$ cat src/crgb_pkg.sv
// Shared types and constants for the chess record game boundary scanner.
// Byte classes, queue entry, scan modes and the terminator match table.
// No dependencies.
package crgb_pkg;

  typedef enum logic [3:0] {
    CLS_END,
    CLS_LF,
    CLS_CR,
    CLS_BLANK,
    CLS_LBRACKET,
    CLS_LBRACE,
    CLS_RBRACE,
    CLS_STAR,
    CLS_ONE,
    CLS_ZERO,
    CLS_DASH,
    CLS_SLASH,
    CLS_TWO,
    CLS_OTHER
  } crgb_cls_e;

  typedef struct packed {
    crgb_cls_e cls;
  } crgb_entry_t;

  localparam int unsigned QUEUE_DEPTH = 2;

  localparam logic [1:0] KIND_FOUND = 2'd0;
  localparam logic [1:0] KIND_DONE  = 2'd1;
  localparam logic [1:0] KIND_BAD   = 2'd2;
  localparam logic [1:0] KIND_OPEN  = 2'd3;

  localparam logic [1:0] MODE_IDLE    = 2'd0;
  localparam logic [1:0] MODE_HEADER  = 2'd1;
  localparam logic [1:0] MODE_MOVES   = 2'd2;
  localparam logic [1:0] MODE_COMMENT = 2'd3;

  localparam logic [1:0] HDR_LINE_START = 2'd0;
  localparam logic [1:0] HDR_IN_LINE    = 2'd1;
  localparam logic [1:0] HDR_CR_LINE    = 2'd2;

  // partial terminator states: "", 1, 1-, 0, 0-, 1/, 1/2, 1/2-, 1/2-1, 1/2-1/
  localparam logic [3:0] M_NONE  = 4'd0;
  localparam logic [3:0] M_1     = 4'd1;
  localparam logic [3:0] M_1D    = 4'd2;
  localparam logic [3:0] M_0     = 4'd3;
  localparam logic [3:0] M_0D    = 4'd4;
  localparam logic [3:0] M_1S    = 4'd5;
  localparam logic [3:0] M_1S2   = 4'd6;
  localparam logic [3:0] M_1S2D  = 4'd7;
  localparam logic [3:0] M_1S2D1 = 4'd8;
  localparam logic [3:0] M_1S2D1S = 4'd9;
  localparam logic [3:0] M_HIT   = 4'd10;

  function automatic crgb_cls_e classify(input logic [7:0] b, input logic last);
    crgb_cls_e c;
    if (last || b == 8'hFF) begin
      c = CLS_END;
    end else begin
      unique case (b)
        8'h0A: c = CLS_LF;
        8'h0D: c = CLS_CR;
        8'h09, 8'h0B, 8'h20, 8'h00: c = CLS_BLANK;
        8'h5B: c = CLS_LBRACKET;
        8'h7B: c = CLS_LBRACE;
        8'h7D: c = CLS_RBRACE;
        8'h2A: c = CLS_STAR;
        8'h31: c = CLS_ONE;
        8'h30: c = CLS_ZERO;
        8'h2D: c = CLS_DASH;
        8'h2F: c = CLS_SLASH;
        8'h32: c = CLS_TWO;
        default: c = CLS_OTHER;
      endcase
    end
    return c;
  endfunction

  function automatic logic [3:0] match_next(input logic [3:0] s, input crgb_cls_e c);
    logic [3:0] n;
    n = M_NONE;
    unique case (c)
      CLS_STAR: n = M_HIT;
      CLS_ONE:  n = (s == M_0D) ? M_HIT : (s == M_1S2D) ? M_1S2D1 : M_1;
      CLS_ZERO: n = (s == M_1D) ? M_HIT : M_0;
      CLS_DASH: begin
        unique case (s)
          M_1:     n = M_1D;
          M_0:     n = M_0D;
          M_1S2:   n = M_1S2D;
          M_1S2D1: n = M_1D;
          default: n = M_NONE;
        endcase
      end
      CLS_SLASH: n = (s == M_1) ? M_1S : (s == M_1S2D1) ? M_1S2D1S : M_NONE;
      CLS_TWO:   n = (s == M_1S) ? M_1S2 : (s == M_1S2D1S) ? M_HIT : M_NONE;
      default:   n = M_NONE;
    endcase
    return n;
  endfunction

endpackage

$ cat src/crgb_front.sv
// Front end: sorts each accepted byte into a character class.
// Depends on crgb_pkg.
module crgb_front
  import crgb_pkg::*;
(
  input  logic [7:0]  data_byte_i,
  input  logic        stream_end_i,
  output crgb_entry_t entry_o
);

  always_comb begin
    entry_o.cls = classify(data_byte_i, stream_end_i);
  end

endmodule

$ cat src/crgb_queue.sv
// Two-entry queue between front end and scan engine.
// Depends on crgb_pkg.
module crgb_queue
  import crgb_pkg::*;
(
  input  logic        clk_i,
  input  logic        rst_ni,
  input  logic        push_i,
  input  crgb_entry_t entry_i,
  output logic        full_o,
  input  logic        pop_i,
  output logic        empty_o,
  output crgb_entry_t entry_o
);

  localparam int unsigned PtrBits = $clog2(QUEUE_DEPTH);
  localparam int unsigned CntBits = $clog2(QUEUE_DEPTH + 1);

  crgb_entry_t mem_q [QUEUE_DEPTH];
  logic [PtrBits-1:0] wr_ptr_q, wr_ptr_d, rd_ptr_q, rd_ptr_d;
  logic [CntBits-1:0] cnt_q, cnt_d;
  logic do_push, do_pop;

  assign full_o  = (cnt_q == CntBits'(QUEUE_DEPTH));
  assign empty_o = (cnt_q == '0);
  assign entry_o = mem_q[rd_ptr_q];
  assign do_push = push_i && !full_o;
  assign do_pop  = pop_i && !empty_o;

  always_comb begin
    wr_ptr_d = wr_ptr_q;
    rd_ptr_d = rd_ptr_q;
    cnt_d    = cnt_q;
    if (do_push) begin
      wr_ptr_d = (wr_ptr_q == PtrBits'(QUEUE_DEPTH - 1)) ? '0 : wr_ptr_q + 1'b1;
    end
    if (do_pop) begin
      rd_ptr_d = (rd_ptr_q == PtrBits'(QUEUE_DEPTH - 1)) ? '0 : rd_ptr_q + 1'b1;
    end
    if (do_push && !do_pop) begin
      cnt_d = cnt_q + 1'b1;
    end else if (do_pop && !do_push) begin
      cnt_d = cnt_q - 1'b1;
    end
  end

  always_ff @(posedge clk_i or negedge rst_ni) begin
    if (!rst_ni) begin
      wr_ptr_q <= '0;
      rd_ptr_q <= '0;
      cnt_q    <= '0;
    end else begin
      wr_ptr_q <= wr_ptr_d;
      rd_ptr_q <= rd_ptr_d;
      cnt_q    <= cnt_d;
    end
  end

  always_ff @(posedge clk_i) begin
    if (do_push) begin
      mem_q[wr_ptr_q] <= entry_i;
    end
  end

endmodule

$ cat src/crgb_back.sv
// Scan engine: game/header/move/comment modes, terminator matching,
// offsets, game count and the registered result stage. Depends on crgb_pkg.
module crgb_back
  import crgb_pkg::*;
#(
  parameter int unsigned OFFSET_BITS = 32,
  parameter int unsigned COUNT_BITS  = 16
) (
  input  logic        clk_i,
  input  logic        rst_ni,
  input  logic        valid_i,
  input  crgb_entry_t entry_i,
  output logic        pop_o,
  output logic        m_axis_tvalid_o,
  input  logic        m_axis_tready_i,
  output logic [87:0] m_axis_tdata_o
);

  logic [1:0] mode_q, mode_d;
  logic [1:0] hdr_q, hdr_d;
  logic [3:0] match_q, match_d, match_nx;
  logic [OFFSET_BITS-1:0] pos_q, pos_d, pos_inc, begin_q, begin_d;
  logic [COUNT_BITS-1:0] count_q, count_d, count_inc;
  logic stopped_q, stopped_d;

  logic out_valid_q;
  logic [1:0] kind_q, kind_d;
  logic [OFFSET_BITS-1:0] rb_q, rb_d, re_q, re_d;
  logic [COUNT_BITS-1:0] rc_q, rc_d;
  logic emit;
  logic is_blank;

  logic [OFFSET_BITS+31:0] rb_ext, re_ext;
  logic [COUNT_BITS+15:0] rc_ext;

  assign pop_o     = valid_i && (!out_valid_q || m_axis_tready_i);
  assign pos_inc   = (pos_q == '1) ? pos_q : pos_q + 1'b1;
  assign count_inc = (count_q == '1) ? count_q : count_q + 1'b1;
  assign match_nx  = match_next(match_q, entry_i.cls);
  assign is_blank  = (entry_i.cls == CLS_LF) || (entry_i.cls == CLS_CR) ||
                     (entry_i.cls == CLS_BLANK);

  always_comb begin
    mode_d    = mode_q;
    hdr_d     = hdr_q;
    match_d   = match_q;
    pos_d     = pos_q;
    begin_d   = begin_q;
    count_d   = count_q;
    stopped_d = stopped_q;
    emit      = 1'b0;
    kind_d    = kind_q;
    rb_d      = rb_q;
    re_d      = re_q;
    rc_d      = rc_q;
    if (pop_o && !stopped_q) begin
      if (entry_i.cls == CLS_END) begin
        stopped_d = 1'b1;
        emit      = 1'b1;
        kind_d    = (mode_q == MODE_IDLE) ? KIND_DONE : KIND_OPEN;
        rb_d      = (mode_q == MODE_IDLE) ? '0 : begin_q;
        re_d      = pos_q;
        rc_d      = count_q;
      end else begin
        pos_d = pos_inc;
        if (mode_q == MODE_HEADER) begin
          unique case (hdr_q)
            HDR_IN_LINE: begin
              if (entry_i.cls == CLS_LF) hdr_d = HDR_LINE_START;
            end
            HDR_CR_LINE: begin
              if (entry_i.cls == CLS_LF) mode_d = MODE_MOVES;
            end
            default: begin
              if (entry_i.cls == CLS_LF) begin
                mode_d = MODE_MOVES;
              end else if (entry_i.cls == CLS_CR) begin
                hdr_d = HDR_CR_LINE;
              end else begin
                hdr_d = HDR_IN_LINE;
              end
            end
          endcase
        end else if (is_blank) begin
          match_d = M_NONE;
        end else if (mode_q == MODE_IDLE) begin
          if (entry_i.cls == CLS_LBRACKET) begin
            begin_d = pos_q;
            mode_d  = MODE_HEADER;
            hdr_d   = HDR_LINE_START;
            match_d = M_NONE;
          end else begin
            stopped_d = 1'b1;
            emit      = 1'b1;
            kind_d    = KIND_BAD;
            rb_d      = '0;
            re_d      = pos_q;
            rc_d      = count_q;
          end
        end else if (mode_q == MODE_COMMENT) begin
          if (entry_i.cls == CLS_RBRACE) mode_d = MODE_MOVES;
        end else if (entry_i.cls == CLS_LBRACE) begin
          match_d = M_NONE;
          mode_d  = MODE_COMMENT;
        end else if (match_nx == M_HIT) begin
          match_d = M_NONE;
          count_d = count_inc;
          mode_d  = MODE_IDLE;
          emit    = 1'b1;
          kind_d  = KIND_FOUND;
          rb_d    = begin_q;
          re_d    = pos_inc;
          rc_d    = count_inc;
          begin_d = '0;
        end else begin
          match_d = match_nx;
        end
      end
    end
  end

  always_ff @(posedge clk_i or negedge rst_ni) begin
    if (!rst_ni) begin
      mode_q      <= MODE_IDLE;
      hdr_q       <= HDR_LINE_START;
      match_q     <= M_NONE;
      pos_q       <= '0;
      begin_q     <= '0;
      count_q     <= '0;
      stopped_q   <= 1'b0;
      out_valid_q <= 1'b0;
    end else begin
      mode_q    <= mode_d;
      hdr_q     <= hdr_d;
      match_q   <= match_d;
      pos_q     <= pos_d;
      begin_q   <= begin_d;
      count_q   <= count_d;
      stopped_q <= stopped_d;
      if (emit) begin
        out_valid_q <= 1'b1;
      end else if (m_axis_tready_i) begin
        out_valid_q <= 1'b0;
      end
    end
  end

  always_ff @(posedge clk_i) begin
    kind_q <= kind_d;
    rb_q   <= rb_d;
    re_q   <= re_d;
    rc_q   <= rc_d;
  end

  assign rb_ext = {32'd0, rb_q};
  assign re_ext = {32'd0, re_q};
  assign rc_ext = {16'd0, rc_q};

  assign m_axis_tvalid_o = out_valid_q;
  assign m_axis_tdata_o  = {6'd0, rc_ext[15:0], re_ext[31:0], rb_ext[31:0], kind_q};

endmodule

$ cat src/chess_record_game_boundary_scanner.sv
// Chess record game boundary scanner, top level.
// An accepted byte goes into the queue; the scan engine takes it from there
// and registers its result, if any, in the result stage. Throughput: one byte
// per cycle, set by the mode/terminator update, if no result awaits tready.
// Reset (rst_ni low, asynchronous) clears mode, offsets, count, stop flag
// and the queue; result payload registers are not reset.
module chess_record_game_boundary_scanner
  import crgb_pkg::*;
#(
  parameter int unsigned OFFSET_BITS = 32,
  parameter int unsigned COUNT_BITS  = 16
) (
  input  logic        clk_i,
  input  logic        rst_ni,
  input  logic        s_axis_tvalid,
  output logic        s_axis_tready,
  input  logic [7:0]  s_axis_tdata,   // [7:0] data_byte
  input  logic        s_axis_tuser,   // [0] stream_end
  output logic        m_axis_tvalid,
  input  logic        m_axis_tready,
  output logic [87:0] m_axis_tdata    // [1:0] result_kind, [33:2] game_begin,
                                      // [65:34] game_end, [81:66] game_count
);

  crgb_entry_t front_entry, queue_entry;
  logic q_full, q_empty, q_pop;

  crgb_front u_front (
    .data_byte_i  (s_axis_tdata),
    .stream_end_i (s_axis_tuser),
    .entry_o      (front_entry)
  );

  crgb_queue u_queue (
    .clk_i   (clk_i),
    .rst_ni  (rst_ni),
    .push_i  (s_axis_tvalid),
    .entry_i (front_entry),
    .full_o  (q_full),
    .pop_i   (q_pop),
    .empty_o (q_empty),
    .entry_o (queue_entry)
  );

  crgb_back #(
    .OFFSET_BITS (OFFSET_BITS),
    .COUNT_BITS  (COUNT_BITS)
  ) u_back (
    .clk_i           (clk_i),
    .rst_ni          (rst_ni),
    .valid_i         (!q_empty),
    .entry_i         (queue_entry),
    .pop_o           (q_pop),
    .m_axis_tvalid_o (m_axis_tvalid),
    .m_axis_tready_i (m_axis_tready),
    .m_axis_tdata_o  (m_axis_tdata)
  );

  assign s_axis_tready = !q_full;

endmodule

$ cat config.mk
export PLATFORM = sky130hd
export DESIGN_NAME = chess_record_game_boundary_scanner
export DESIGN_NICKNAME = d
export VERILOG_FILES = /design/src/crgb_pkg.sv /design/src/crgb_front.sv /design/src/crgb_queue.sv /design/src/crgb_back.sv /design/src/chess_record_game_boundary_scanner.sv
export SDC_FILE = /design/constraint.sdc
export NUM_CORES = 1
export LEC_CHECK = 0
export BUFFER_PORTS_ARGS = -buffer_cell sky130_fd_sc_hd__buf_2
export CORE_AREA = 2 2 163 165
export CTS_CLUSTER_SIZE = 40
export DETAILED_ROUTE_END_ITERATION = 8
export DIE_AREA = 0 0 165 167
export GPL_ROUTABILITY_DRIVEN = 1
export GPL_TIMING_DRIVEN = 0
export SYNTH_ARGS = -nofsm -noshare
export SYNTH_HDL_FRONTEND = slang
export SYNTH_SLANG_ARGS = --single-unit
$ cat constraint.sdc
create_clock -name clk_i -period 12 [get_ports clk_i]
set_input_delay 2.4 -clock clk_i [delete_from_list [all_inputs] [get_ports clk_i]]
set_output_delay 2.4 -clock clk_i [all_outputs]
set_load 0.01 [all_outputs]
**Yosys cells after proc, flatten, opt, wreduce, memory -nomap -nowiden**

Memories as Yosys holds them, arrays and structs flattened.
Cells that the tools add are included.

- Equality and inequality tests: 63
- Muxes and demuxes: 97
- Add/subtract/negate cells: 6
- Bitwise operators: 6
- Multiply operators: 0
- Divide/modulo/power cells: 0
- Shift-type cells: 0
- Order comparisons: 0
- Reduce and logical (&&, ||, !) cells: 38

Operator list:

| kind | count |
|---|---|
| 32-bit 2-to-1 mux | 23 |
| 16-bit 2-to-1 mux | 9 |
| 8-bit by 6-bit equality test with 1-bit output (second input constant) | 7 |
| 4-bit 2-to-1 mux | 14 |
| 2-bit 2-to-1 mux | 27 |
| 4-bit one-hot mux with 12 select lines | 1 |
| 32-bit by 1-bit adder with 32-bit output (second input constant) | 1 |
| 32-bit equality test (second input constant) | 1 |
| 4-bit by 3-bit equality test with 1-bit output (second input constant) | 8 |
| 4-bit equality test (second input constant) | 8 |
| 8-bit by 4-bit equality test with 1-bit output (second input constant) | 4 |
| 8-bit AND reduction | 4 |
| 8-bit by 7-bit equality test with 1-bit output (second input constant) | 3 |
| 4-bit one-hot mux with 6 select lines | 1 |
| 1-bit 2-to-1 mux | 20 |
| 16-bit by 1-bit adder with 16-bit output (second input constant) | 1 |
| 16-bit equality test (second input constant) | 1 |
| 4-bit by 2-bit equality test with 1-bit output (second input constant) | 4 |
| 2-bit nonzero test | 6 |
| 2-bit by 1-bit != test with 1-bit output (second input constant) | 5 |
| 2-bit != test (second input constant) | 5 |
| 5-bit AND reduction | 2 |
| 3-bit by 1-bit != test with 1-bit output (second input constant) | 3 |
| 3-bit by 2-bit != test with 1-bit output (second input constant) | 3 |
| other kinds (24) | 49 |

- Memories kept: 1
- RAM bits: 8
- Register bits: 176
- Latch bits: 0
- ROM bits: 0

Memory list:

| name | words | bits a word | rd ports | clocked after Yosys merged registers in | write ports | line | source |
|---|---|---|---|---|---|---|---|
| u_queue.mem_q | 2 | 4 | 1 | 0 | 1 | crgb_queue.sv:19 | `crgb_entry_t mem_q [QUEUE_DEPTH];` |

**Depth between registers and ports, before layout**

Gate-level depths: netlist of run 1.

- Depth after elaboration: 14
- Gate-level depth with buffers: 10
- Depth with buffers taken out: 7

**Hierarchy**

A second synthesis of run 1 with hierarchy kept.

- Cells, all modules: 847
- Area total of the unflattened synthesis: 9200.1 um^2

By module, submodules not included:

| module | area each (um^2) | cells an instance | times used | sequential area each (um^2) |
|---|---|---|---|---|
| crgb_back | 8379.3 | 760 | 1 | 4714.5 |
| crgb_queue | 481.7 | 31 | 1 | 340.3 |
| crgb_front | 331.6 | 54 | 1 | 0.0 |
| chess_record_game_boundary_scanner | 7.5 | 2 | 1 | 0.0 |

**Least setup slack after synthesis of run 1**

Ideal clock, no wire load.

- Kind: input -> register
- Start: input m_axis_tready
- End: register u_back.kind_q[0] (enable)
- Slack: 6.711 ns
- Cell stages on the path: 5
- Data required time: 11.553 ns
- Arrival: 4.843 ns
- Setup time: 0.447 ns
- Buffers on the path: 0
- Cells stage by stage: nor2b_1 -> nor3_1 -> nand2_1 -> a21oi_1 -> o21a_1

- Word-level cells in the longest chain between the ends: 4

RTL lines:

| what | line | source |
|---|---|---|
| start: declaration | chess_record_game_boundary_scanner.sv:20 | `input logic m_axis_tready,` |
| 1-bit logical OR | crgb_back.sv:36 | `assign pop_o = valid_i && (!out_valid_q \|\| m_axis_tready_i);` |
| 1-bit logical AND | crgb_back.sv:36 |  |
| 1-bit logical AND | crgb_back.sv:56 | `if (pop_o && !stopped_q) begin` |
| 7-bit AND reduction (no source line) | -- |  |
| end signal: assignment | crgb_back.sv:149 | `kind_q <= kind_d;` |
| end: declaration | crgb_back.sv:27 | `logic [1:0] kind_q, kind_d;` |

No other way between the ends.
A chain may end at the register's enable or synchronous reset.

**Worst setup path after layout of run 1**

- Start: input m_axis_tready
- End: register u_back.pos_q[9]

- Word-level cells in the longest chain between the ends: 4

RTL lines:

| what | line | source |
|---|---|---|
| 1-bit logical OR | crgb_back.sv:36 |  |
| 1-bit logical AND | crgb_back.sv:36 |  |
| 1-bit logical AND | crgb_back.sv:56 |  |
| 2-bit AND reduction (no source line) | -- |  |
| end signal: assignment | crgb_back.sv:136 | `pos_q <= pos_d;` |
| end: declaration | crgb_back.sv:22 | `logic [OFFSET_BITS-1:0] pos_q, pos_d, pos_inc, begin_q, begin_d;` |

No other way between the ends.

==> results of run 1 <==
[area by class of cell]
class / instances / area, um2
Fill cell: 2454 / 15200
Sequential cell: 184 / 5050
Multi-Input combinational cell: 531 / 3580
Timing Repair Buffer: 94 / 518
Clock buffer: 18 / 450
Tap cell: 335 / 419
Buffer: 57 / 288
Clock inverter: 14 / 173
Inverter: 16 / 60.1
[worst paths after layout]
path / end / slack (ps)
setup / recovery: u_back.pos_q[9]$_DFFE_PN0P_ / 7960
hold / removal: u_queue.wr_ptr_q$_DFFE_PN0P_ / 490
setup reg to reg: u_back.rb_q[7]$_SDFFCE_PP0P_ / 8750
hold reg to reg: u_queue.wr_ptr_q$_DFFE_PN0P_ / 490
max in group asynchronous: u_back.pos_q[7]$_DFFE_PN0P_ / 9310
min in group asynchronous: u_back.count_q[14]$_DFFE_PN0P_ / 1980
[per-layer routing]
metal | global-route usage | vias up | routed length (um)
li1 | - | 3059 | -
met1 | 0.205 | 3048 | 9180
met2 | 0.231 | 149 | 9350
met3 | 0.0319 | 16 | 903
met4 | 0.0412 | 0 | 264
met5 | 0 | - | 0
[power by group]
part,total [mW],internal [mW],switching [mW]
sequential,0.688,0.674,0.0139
combinational,0.166,0.0586,0.107
clock,0.586,0.313,0.273
total,1.44,1.05,0.394
[critical path, delay by kind of cell]
| kind | cells | cell delay [ps] |
|---|---|---|
| buffers and inverters | 2 | 580 |
| AND/OR/NAND/NOR | 5 | 1210 |
| XOR/XNOR | 1 | 160 |
[cell families after synthesis]
family,after synthesis,synth area share
flip-flops,184,0.564
AND/OR/NAND/NOR,308,0.189
other,1,0.000419
AO/OA/AOI/OAI,106,0.0925
buffers and inverters,73,0.0388
adder cells (fa/ha/maj),7,0.00978
multiplexers,15,0.0187
XOR/XNOR,89,0.0870
[state kept, by name, summed over array words and instances, names as in the netlist, 4 cells and up]
register and flops:
u_back.begin_q 32, u_back.count_q 16, u_back.match_q 4, u_back.pos_q 32, u_back.rb_q 32, u_back.rc_q 16
u_back.re_q 32, u_queue.mem_q 8
[cells in the final DEF (no fill, tap or decap), types with 5 or more instances in the layout]
cell / count
inv_1: 15
clkbuf_1: 32
a31oi_1: 6
and3_1: 14
clkbuf_16: 18
a21oi_1: 13
dfrtp_1: 94
edfxtp_1: 90
o21ai_0: 11
inv_8: 6
xor2_1: 36
xnor2_1: 53
ha_1: 7
nor3_1: 21
and4_1: 8
buf_2: 98
or3_1: 6
nand4_1: 26
buf_4: 10
a22o_1: 33
mux2_2: 11
nand3_1: 27
nor2_1: 55
o31ai_1: 6
nand2b_1: 5
nor2b_1: 37
conb_1: 6
nand2_1: 62
nor4_1: 18
[per-stage QoR]
| stage | cells | total power, mW |
|---|---|---|
| after floorplan | 788 | 0.818 |
| after global placement | 1215 | 0.862 |
| after detailed placement | 1217 | 0.866 |
| after CTS | 1249 | 1.45 |
| after global routing | 1249 | 1.50 |
| final | 1249 | 1.44 |
==> run_results.csv, run 1 <==
group,metric,value,unit
sta,relSlewSlack,0.531,
sta,maxSlewViolCount,0,
sta,whs,494,ps
layout,finalInstanceArea,10500,um2
sta,fmax,248,MHz
yosys,ys_ff_latch,184,
cts,clk_pin_slew,70,ps
cts,htree_levels,4,
layout,drive_gt1_frac,0.197,
yosys,synth.avg_cell_area,11.4,um2
critical_path,cp-end-kind,"flip-flop",
cts,cts_setup_buffers,0,
global_routing,grt_first_pass_wirelength,31800,um
place,io_buffer_count,92,
critical_path,start_kind,"input port",
layout,nets,921,
yosys,ys_warn_count,0,
floorplanning,io_pins,103,
floorplanning,die_area,27600,um2
global_routing,grt_max_degree,57,
yosys,synth.top_cells.by_count,"dfrtp_1, edfxtp_1, nand2_1, nor2_1, xnor2_1",
yosys,synth.most_common_cell,"dfrtp_1",
critical_path,worstSetupPathType,"in -> reg",
routing,routed_wl,19700,um
floorplanning,initial_core_util,0.348,
cts,cts_buffers,17,
routing,vias_per_cell,5.02,
min_path,hold_depth,1,
yosys,synth_edf_count,90,
cts,cts_resized,0,
sta,tightest_slew,703,ps
pwr,vdd.ir_drop.worst,0.0728,mV
place,hpwl,13900,um
critical_path,max_stage_delay,500,ps
cts,cts_tree,"done",
place,place_area,9920,um2
yosys,yosys.area.top_type,"edfxtp_1",
floorplanning,die_w,165,um
layout,antenna_cells,0,
yosys,synth_top_area_share,0.302,
cts,cts-root-buf,"clkbuf_16",
critical_path,cp.arrival,4350,ps
sta,fin_crit,4040,ps
cts,hold_buffers,0,
sta,finalSetupTns,0,ps
routing,drt_iter0_drc,473,
floorplanning,core.rowCount,59,
sta,fin_skew,12.2,ps
flow_run,cap_violations,0,
place,pre_cts_ws,7530,ps
routing,num_vias,6272,
yosys,synth_cells,783,
min_path,hold_class,"reg -> reg",
global_routing,antenna_found_initial,0,
sta,rsz0062_at_grt,"no",
global_routing,grt_overflow,0,
outcome,status,"complete, no violations",
cts,worstSkewPairLatency,430,ps
global_routing,grt_pass1_vias,5966,
pwr,power-per-cell-area,136,nW/um2
layout,area_growth,17.7,%
layout,post-route-util,0.409,
critical_path,startpoint,"m_axis_tready",
routing,drc,0,
floorplanning,core,25800,um2
floorplanning,fp.dieH,167,um
critical_path,slowest_stage,"clkbuf_1",
routing,avgRoutedWirePerCell,15.8,um
critical_path,reg2reg_depth,10,
routing,drtPass1Iterations,5,
yosys,async_reset_ff_frac,0.511,
yosys,synth_seq_area_share,0.564,
critical_path,crit_fanout,10,
sta,fin_ws,7960,ps
yosys,synth_area,8960,um2
critical_path,r2r_start,"u_queue.rd_ptr_q$_DFFE_PN0P_",
yosys,yosys_most_used_dff,"dfrtp_1",
place,finalWeightedCongestion,0.906,
cts,clockBufferDepth,2,
yosys,ys_top_cells_by_area,"edfxtp_1, dfrtp_1, xnor2_1",
critical_path,cp.required,12310,ps
sta,setup_viol_count_final,0,
pwr,power_leakage,4.72,nW
sta,hold_viol_final,0,
critical_path,worstPathCellList,"buf_2, nor2b_1, nor3_1, nand2_1, nor2_1, clkbuf_1, nand4_1, xnor2_1",
cts,cts.sinks,184,
yosys,ys_types,75,
global_routing,grt_usage,0.147,
sta,post-route-period-util,0.336,
min_path,worstHoldStart,"u_queue.wr_ptr_q$_DFFE_PN0P_",
routing,detail-route-antenna-nets,0,
Note: power is estimated with default switching activity, not from simulation.
==> inputs of run 2 (changes only) <==
==> constraint.sdc (replaced) <==
create_clock -name clk_i -period 3.4 [get_ports clk_i]
set_input_delay 0.68 -clock clk_i [delete_from_list [all_inputs] [get_ports clk_i]]
set_output_delay 0.68 -clock clk_i [all_outputs]
set_load 0.01 [all_outputs]
==> run 2 against run 1 <==
Against the previous run: clock skew is 2.2 ps lower; critical path depth up 1; clock power rose to 3.6 times the previous value; global-route usage rose by 0.094 points; largest power group unchanged.
==> run_results.csv, run 2 (synthesis gave the netlist of run 1 again) <==
group,metric,value,unit
outcome,status,"complete, no violations",
sta,relSlewSlack,0.555,
layout,antenna_cells,0,
cts,cts.sinks,184,
pwr,switching_share,0.273,
critical_path,worstSetupPathType,"reg -> reg",
critical_path,r2r_slack,310,ps
place,placed_cells,1217,
pwr,clockPowerShare,0.408,
pwr,power_leakage,4.74,nW
global_routing,antenna_found_initial,0,
global_routing,grt_pass1_vias,5957,
pwr,vdd.ir_drop.worst,0.325,mV
pwr,p_switching,1.40,mW
critical_path,slowest_stage,"nor4bb_1",
global_routing,grt_overflow,0,
min_path,hold_class,"in -> async",
layout,final_common_cell,"buf_2",
sta,rsz0062_at_grt,"no",
sta,hold_viol_final,0,
cts,clk_pin_slew,70,ps
cts,hold_buffers,0,
cts,clockBufferDepth,2,
flow_run,cap_violations,0,
place,io_buffer_count,92,
sta,post-route-period-util,0.909,
critical_path,cp.arrival,3200,ps
routing,drc,0,
floorplanning,die_w,165,um
floorplanning,core.rowCount,59,
critical_path,cp.required,3510,ps
layout,finalInstanceArea,10600,um2
critical_path,worstPathCellList,"clkbuf_1, nor4bb_1, o32ai_1, a31oi_1, a21oi_1, buf_2, a21oi_2, o21a_4, buf_16",
global_routing,grt_first_pass_wirelength,32100,um
place,place_area,9920,um2
cts,cts_buffers,17,
global_routing,grt_usage,0.148,
critical_path,worst-path-buf-inv,3,
layout,area_growth,18.1,%
sta,finalSetupTns,0,ps
floorplanning,initial_core_util,0.348,
cts,cts_tree,"done",
critical_path,cp-end-kind,"flip-flop",
pwr,power-per-cell-area,484,nW/um2
sta,setup_viol_count_final,0,
floorplanning,fp.dieH,167,um
cts,htree_levels,4,
routing,num_vias,6419,
cts,worstSkewPairLatency,440,ps
sta,fin_skew,10.0,ps
pwr,finalPower,5.12,mW
cts,cts_resized,0,
routing,avgRoutedWirePerCell,16.3,um
routing,drt_iter0_drc,553,
cts,cts-root-buf,"clkbuf_16",
routing,routed_wl,20400,um
sta,tightest_slew,668,ps
pwr,internal-power,3.72,mW
layout,drive_gt1_frac,0.202,
place,finalWeightedCongestion,0.880,
layout,fin_cells,1250,
floorplanning,die_area,27600,um2
routing,drtPass1Iterations,5,
sta,fin_crit,3090,ps
routing,vias_per_cell,5.14,
critical_path,crit_fanout,57,
layout,mostFrequentLayoutCells,"buf_2, dfrtp_1, edfxtp_1",
critical_path,cp_top_family,"compound AO/OA/AOI/OAI gates",
place,hpwl,14100,um
floorplanning,io_pins,103,
sta,maxSlewViolCount,0,
cts,cts_setup_buffers,0,
floorplanning,core,25800,um2
routing,detail-route-antenna-nets,0,
sta,fmax,324,MHz
pwr,seq_power_share,0.474,
layout,nets,922,
critical_path,max_stage_delay,440,ps
critical_path,start_kind,"flip-flop",
pwr,pwr-share-comb,0.117,
global_routing,grt_max_degree,58,
run 2: cell type report:
cell class | count | area, um2
Buffer | 57 | 289
Clock buffer | 17 | 425
Clock inverter | 15 | 206
Fill cell | 2460 | 15200
Inverter | 16 | 60.1
Multi-Input combinational cell | 532 | 3610
Sequential cell | 184 | 5050
Tap cell | 335 | 419
Timing Repair Buffer | 94 | 518
run 2: stage by stage:
stage,hold WS [ps],util,setup slack (ps)
2_1_floorplan,384,-,182
3_3_place_gp,477,0.383,-690
3_5_place_dp,476,0.385,147
4_1_cts,287,0.410,137
5_1_grt,305,0.411,119
6_report,260,0.411,311
run 2: path summary, 6_finish.rpt:
check,start,cells past startpoint,endpoint
max,u_back.match_q[0]$_DFFE_PN0P_,9,u_back.re_q[1]$_DFFE_PP_
min,rst_ni,1,u_back.count_q[15]$_DFFE_PN0P_
max reg2reg,u_back.match_q[0]$_DFFE_PN0P_,9,u_back.re_q[1]$_DFFE_PP_
min reg2reg,u_back.begin_q[23]$_DFFE_PN0P_,1,u_back.begin_q[23]$_DFFE_PN0P_
max in group asynchronous,rst_ni,2,u_back.pos_q[2]$_DFFE_PN0P_
min in group clk_i,u_back.begin_q[23]$_DFFE_PN0P_,1,u_back.begin_q[23]$_DFFE_PN0P_
run 2: per-layer routing:
layer / vias to the layer above / routed length (um) / global-route usage
met4: 0 / 286 / 0.0439
li1: 3084 / - / -
met3: 22 / 913 / 0.0309
met5: - / 0 / 0
met2: 170 / 9810 / 0.233
met1: 3143 / 9390 / 0.205
run 2: power by group through the flow:
stage	clock, mW	combinational [mW]	sequential, mW
3_3_place_gp	0	0.572	2.47
4_1_cts	2.13	0.591	2.43
2_1_floorplan	0	0.426	2.46
5_1_grt	2.23	0.661	2.44
6_report	2.09	0.600	2.43
3_5_place_dp	0	0.586	2.47
